==> config.mk <==
export PLATFORM = sky130hd
export DESIGN_NAME = bbd_ctrl
export DESIGN_NICKNAME = d
export VERILOG_FILES = /design/src/rtl/core/bbd_pkg.sv /design/src/rtl/core/bbd_ctrl.sv
export SDC_FILE = /design/constraint.sdc
export NUM_CORES = 1
export LEC_CHECK = 0
export ABC_AREA = 1
export BUFFER_PORTS_ARGS = -buffer_cell sky130_fd_sc_hd__buf_2
export CORE_AREA = 2 2 39 41
export DETAILED_ROUTE_END_ITERATION = 6
export DIE_AREA = 0 0 41 43
export SLEW_MARGIN = 20
export SYNTH_ARGS = -nofsm -noshare
export SYNTH_HDL_FRONTEND = slang
export SYNTH_SLANG_ARGS = --single-unit
==> constraint.sdc <==
create_clock -name clk_i -period 3.4 [get_ports clk_i]
set_clock_uncertainty 0.1 [all_clocks]
set_input_delay 0.34 -clock clk_i [delete_from_list [all_inputs] [get_ports clk_i]]
set_output_delay 0.34 -clock clk_i [all_outputs]
set_load 0.05 [all_outputs]
==> src/rtl/core/bbd_pkg.sv <==
// Shared types and constants of the bilinear Bayer demosaic block
package bbd_pkg;

  // field and register widths
  localparam int SAMPLE_W  = 8;
  localparam int DIM_W     = 12;
  localparam int CFG_IDX_W = 2;

  // default frame size limits
  localparam int DEF_MAX_WIDTH  = 2048;
  localparam int DEF_MAX_HEIGHT = 2048;

  // register reset values
  localparam logic [DIM_W-1:0] RESET_WIDTH  = DIM_W'(640);
  localparam logic [DIM_W-1:0] RESET_HEIGHT = DIM_W'(480);

  // register indexes
  localparam logic [CFG_IDX_W-1:0] CFG_IMAGE_WIDTH  = CFG_IDX_W'(0);
  localparam logic [CFG_IDX_W-1:0] CFG_IMAGE_HEIGHT = CFG_IDX_W'(1);

  // input command codes
  localparam logic CMD_SAMPLE = 1'b0;
  localparam logic CMD_DRAIN  = 1'b1;

  // controller states
  typedef enum logic [2:0] {
    ST_IDLE,
    ST_READ,
    ST_SHIFT,
    ST_CALC,
    ST_EMIT
  } ctl_state_e;

  // controller to datapath commands
  typedef struct packed {
    logic load;
    logic shift;
    logic zero_in;
    logic calc;
    logic emit;
    logic restart;
  } dp_cmd_t;

  // datapath to controller status
  typedef struct packed {
    logic last_in;
    logic shift_hit;
    logic frame_end;
    logic out_free;
  } dp_status_t;

endpackage

==> src/rtl/core/bbd_ctrl.sv <==
// Sequencer of the demosaic block: item acceptance, line-store shifts, pixel emission
module bbd_ctrl (
  input  logic               clk_i,
  input  logic               rst_ni,
  input  logic               in_valid_i,
  input  logic               in_cmd_i,
  input  logic               cfg_hit_i,
  input  bbd_pkg::dp_status_t status_i,
  output logic               in_stall_o,
  output bbd_pkg::dp_cmd_t    cmd_o
);

  bbd_pkg::ctl_state_e state_q, state_d;
  logic flushing_q, flushing_d;
  logic second_q, second_d;

  // state registers
  always_ff @(posedge clk_i or negedge rst_ni) begin
    if (!rst_ni) begin
      state_q    <= bbd_pkg::ST_IDLE;
      flushing_q <= 1'b0;
      second_q   <= 1'b0;
    end else begin
      state_q    <= state_d;
      flushing_q <= flushing_d;
      second_q   <= second_d;
    end
  end

  // next state and commands
  always_comb begin
    state_d    = state_q;
    flushing_d = flushing_q;
    second_d   = second_q;
    cmd_o      = '0;
    case (state_q)
      bbd_pkg::ST_IDLE: begin
        if (in_valid_i) begin
          cmd_o.load = 1'b1;
          // a drain word while the frame is still arriving is dropped
          if (flushing_q || (in_cmd_i != bbd_pkg::CMD_DRAIN)) begin
            state_d  = bbd_pkg::ST_READ;
            second_d = 1'b0;
          end
        end
      end
      bbd_pkg::ST_READ: begin
        state_d = bbd_pkg::ST_SHIFT;
      end
      bbd_pkg::ST_SHIFT: begin
        cmd_o.shift   = 1'b1;
        cmd_o.zero_in = flushing_q;
        if (!flushing_q && status_i.last_in) begin
          flushing_d = 1'b1;
        end
        if (status_i.shift_hit) begin
          state_d = bbd_pkg::ST_CALC;
        end else if (flushing_q && !second_q) begin
          // single-row frame: the first flush word shifts twice
          second_d = 1'b1;
          state_d  = bbd_pkg::ST_READ;
        end else begin
          state_d = bbd_pkg::ST_IDLE;
        end
      end
      bbd_pkg::ST_CALC: begin
        cmd_o.calc = 1'b1;
        state_d    = bbd_pkg::ST_EMIT;
      end
      bbd_pkg::ST_EMIT: begin
        if (status_i.out_free) begin
          cmd_o.emit = 1'b1;
          if (status_i.frame_end) begin
            flushing_d = 1'b0;
          end
          state_d = bbd_pkg::ST_IDLE;
        end
      end
      default: begin
        state_d = bbd_pkg::ST_IDLE;
      end
    endcase
    // register write restarts the frame
    if (cfg_hit_i) begin
      cmd_o.restart = 1'b1;
      flushing_d    = 1'b0;
      second_d      = 1'b0;
      state_d       = bbd_pkg::ST_IDLE;
    end
  end

  assign in_stall_o = (state_q != bbd_pkg::ST_IDLE);

endmodule

# Word-level counts from Yosys, hierarchy flattened
# Cells that the tools add are included.
dict set report classes {
  reduce_logical 12
  n_eq_ne 11
  div_mod_pow 0
  n_lt_le_gt_ge 0
  multipliers 0
  shift 0
  n_addsub 0
  mux 25
  bitwise_logic 1
}
# op count
set ops {}
lappend ops {{$ne A3 B3 Y1 const B} 7}
lappend ops {{$mux W1} 16}
lappend ops {{$mux W3} 5}
lappend ops {{$pmux W3 S5} 1}
lappend ops {{$reduce_bool A3 Y1} 3}
lappend ops {{$eq A3 B2 Y1 const B} 2}
lappend ops {{$reduce_and A5 Y1} 1}
lappend ops {{$pmux W1 S2} 2}
lappend ops {{$reduce_and A4 Y1} 1}
lappend ops {{$eq A3 B1 Y1 const B} 1}
lappend ops {{$eq A3 B3 Y1 const B} 1}
lappend ops {{$logic_not A3 Y1} 1}
lappend ops {{$reduce_and A3 Y1} 1}
lappend ops {{$logic_and A1 B1 Y1} 2}
lappend ops {{$logic_not A1 Y1} 2}
lappend ops {{$mux W2} 1}
lappend ops {{$logic_or A1 B1 Y1} 1}
lappend ops {{$not A1 Y1} 1}
dict set report word_totals {
  latch_bits 0
  output_inout_bits 7
  wordCells 52
  inputBits 9
  mem_bits_ro 0
  n_memories 0
  mem_bits_rw 0
  regBits 5
}

# Depth between registers and ports, before layout
dict set report depth {
  ltp_word 6
  mapped_depth 7
  depth_no_buf 7
}

# Least setup slack after synthesis
# Ideal clock, no wire load.
dict set report synth_timing {
  kind {reg-to-output}
  startpoint {register state_q[1]}
  endpoint {output port cmd_o[1] (netlist name)}
  path_buffers 1
  setup_slack_ns 0.928
  path_stages_with_launch 3
  arrival_time_ns 2.032
  path_cell_list {dfrtp_1 > buf_6 > nor4_1}
}
# element line
set synth_rtl {}
lappend synth_rtl {{start, declared} bbd_ctrl.sv:13} ;# bbd_pkg::ctl_state_e state_q, state_d;
lappend synth_rtl {{start signal, assigned} bbd_ctrl.sv:20} ;# state_q <= bbd_pkg::ST_IDLE;
lappend synth_rtl {{start signal, assigned} bbd_ctrl.sv:24} ;# state_q <= state_d;
lappend synth_rtl {{end, declared} bbd_ctrl.sv:10} ;# output bbd_pkg::dp_cmd_t cmd_o

==> flow_summary.ini <==
[sta]
finalCritPeriodShare_pct = 51.3
fmax_ghz = 0.574
layout_min_cycle_time_ps = 1740
drv_slew = 0
rsz0062_at_grt = no
finalSetupTns_ps = 0
hold_viol = 0
finalSetupViolCount = 0
slew_headroom_pct = 83.1
worst_pin_slew_ps = 254

[cts]
cts-root-buf = clkbuf_4
clock_path_buffers = 2
numCtsBuffers = 3
cts_htree_levels = 1
cts_tree = done
cts.sinks = 5
insertion_delay_ps = 230
ctsResizeCount = 0
clk_pin_slew_ps = 40

[power]
swShare_pct = 40.2
irDropWorstVdd_mv = 0.195
p_clk_share_pct = 29.0
p_int_w = 0.000134
p_total_w = 0.000224
pwr-share-seq_pct = 32.6
combPwrFrac_pct = 38.3
p_leak_nw = 0.297
p_switching_w = 0.0000901
powerDensity_mw_per_mm2 = 445

[global_route]
overflow = 0
grtUsageTotal_pct = 11.5
grt_pass1_wl_um = 1430
grt_max_degree = 9
grt_pass1_vias = 362
antenna_found_initial = 0

[critical_path]
rrSetupSlack_ps = 2150
critPathKind = flop to output pin
cp_cell_sequence = nor2_2, nand2_2, nor2_1, buf_2
end_kind = output pin
ff2ff_path_depth = 6
cp-start-kind = flop
crit_path_start = state_q[0]
cp.required_ps = 2960
path_delay_family = flip-flops
path_max_fanout = 6
worst-path-buf-inv = 1
r2r_end = second_q
r2r-start = state_q[2]
cpPeakStageDelay_ps = 430
arrival_ps = 1300
cp_slowest_cell = dfrtp_1

[worst_hold_path]
hold_path_class = input pin to flop
hold_depth = 4
hp-start = status_i[1]
min_to = flushing_q

[synth]
synth.avg_cell_area_um2 = 6.40
synth_nets = 70
ys_ff_latch = 5
yosysTopAreaCellShare_pct = 32.1
ys_types = 21
synth_top_flop_cell = dfrtp_1
async_flop_share_pct = 100
yosys.area.top_type = dfrtp_1
synth_area_leaders = dfrtp_1 32%, nand2_1 13%, inv_1 8.7%
seq_area_frac_synth_pct = 32.1
netlist_area_um2 = 390
synth_most_common_cell = nand2_1
synth_warnings = 0
synth_edf_count = 0
synth_common_cells = 14 x nand2_1, 9 x inv_1, 8 x nor2_1
synthCells = 61

[die]
die_w_um = 41
core_area_mm2 = 0.00138
fp.dieH_um = 43
initial_core_util_pct = 28.2
num_rows = 14
num_io_pins = 16
die_area_mm2 = 0.00176

[cells_and_area]
seqCellArea_um2 = 125
fillers = 162
drive_above_1_share_pct = 31.6
multiInputGateArea_um2 = 201
syn_to_final_growth_pct = 28.8
n_antenna_cell = 0
fin_nets = 89
final_cell_count_no_fill = 95

[route]
drc_errors = 0
dr_wl_met3_um = 48
firstDrtPassIters = 4
vias = 421
drt_iter0_markers = 14
vias_per_cell = 4.43
routedWlPerCell_um = 8.91
highest_layer = met3
drt-met1-wl_um = 451
dr_wl_met2_um = 346
antenna_left = 0
wirelength_um = 846

[run_status]
status = complete, no violations

[placement]
post-place-cells = 90
dp_hpwl_um = 663
gp_congestion = 0.869
numPortBuffers = 15

[job]
cap_viol_max_count = 0
worst reg2reg max path: stages, from the launching register on:
cell and delay [ps]:
dfrtp_1 390, inv_1 180, nand3_2 130, a21oi_2 140
inv_1 70, nand3_1 80, nand2_1 60
flip-flops by register name (all words and copies together), names as in the netlist:
| signal | count |
|---|---|
| second_q | 1 |
| state_q | 3 |
| flushing_q | 1 |
stage by stage:
stage	hold WS (ps)	instance area (um^2)	setup slack [ps]	utilization, %
global route	321	503	1560	36.3
finish	286	503	1660	36.3
detailed placement	54.5	467	1900	33.7
global placement	54.7	467	1910	33.7
CTS	270	503	1630	36.3
floorplan	-55.6	390	928	-
final cells by class:
class	count	share of cell area [%]
multi-input cells	42	40.0
well taps	16	3.98
inverters	12	8.96
repair buffers	16	16.9
clock buffers	4	5.22
flip-flops and latches	5	24.9
logic make-up (layout without fill, tap and decap cells):
logic type,count (synthesis),count (layout),synth area share (%)
DFF,5,5,32.1
and+or+nand+nor,34,34,39.4
buffers and inverters,14,32,16.3
AOI/OAI and AO/OA,8,8,12.2
power by group through the flow:
| stage | logic [W] | clock network (W) | registers, W |
|---|---|---|---|
| 2_1_floorplan | 0.0000716 | 0 | 0.0000700 |
| 3_5_place_dp | 0.0000850 | 0 | 0.0000736 |
| 4_1_cts | 0.0000861 | 0.0000691 | 0.0000727 |
| 3_3_place_gp | 0.0000855 | 0 | 0.0000732 |
| 6_report | 0.0000858 | 0.0000650 | 0.0000730 |
| 5_1_grt | 0.0000953 | 0.0000694 | 0.0000742 |
layer usage:
metal  global-route usage (%)  vias to the layer above
li1                         -                      225
met1                     19.5                      180
met2                     14.4                       16
met3                        0                        0
met4                     6.00                        0
met5                        0                        -
worst max path at each step:
stage | end | slack (ps) | cells past startpoint
4_1_cts | cmd_o[1] | 1630 | 2
6_report | cmd_o[3] | 1660 | 4
5_1_grt | cmd_o[5] | 1560 | 4
3_3_place_gp | cmd_o[1] | 1910 | 2
3_5_place_dp | cmd_o[1] | 1900 | 2
2_1_floorplan | cmd_o[1] | 930 | 2
timing repair:
item | in CTS | in global routing
endpoints found under the hold margin | 5 | 0
hold buffers | 1 | 0
endpoints found under the setup margin | 0 | 0
setup buffers | 0 | 0
cell usage in the layout, fill, tap and decap left out, drive strengths merged:
master	instances
buf	15
nand2	15
o21ai	4
dlygate4sd3	1
nor2	10
nand3	6
dfrtp	5
nand4	1
a21oi	2
clkbuf	4
nor3	1
a31oi	1
clkinv	1
nor4	1
inv	11
o21bai	1
Power figures use the tool's default switching activity.
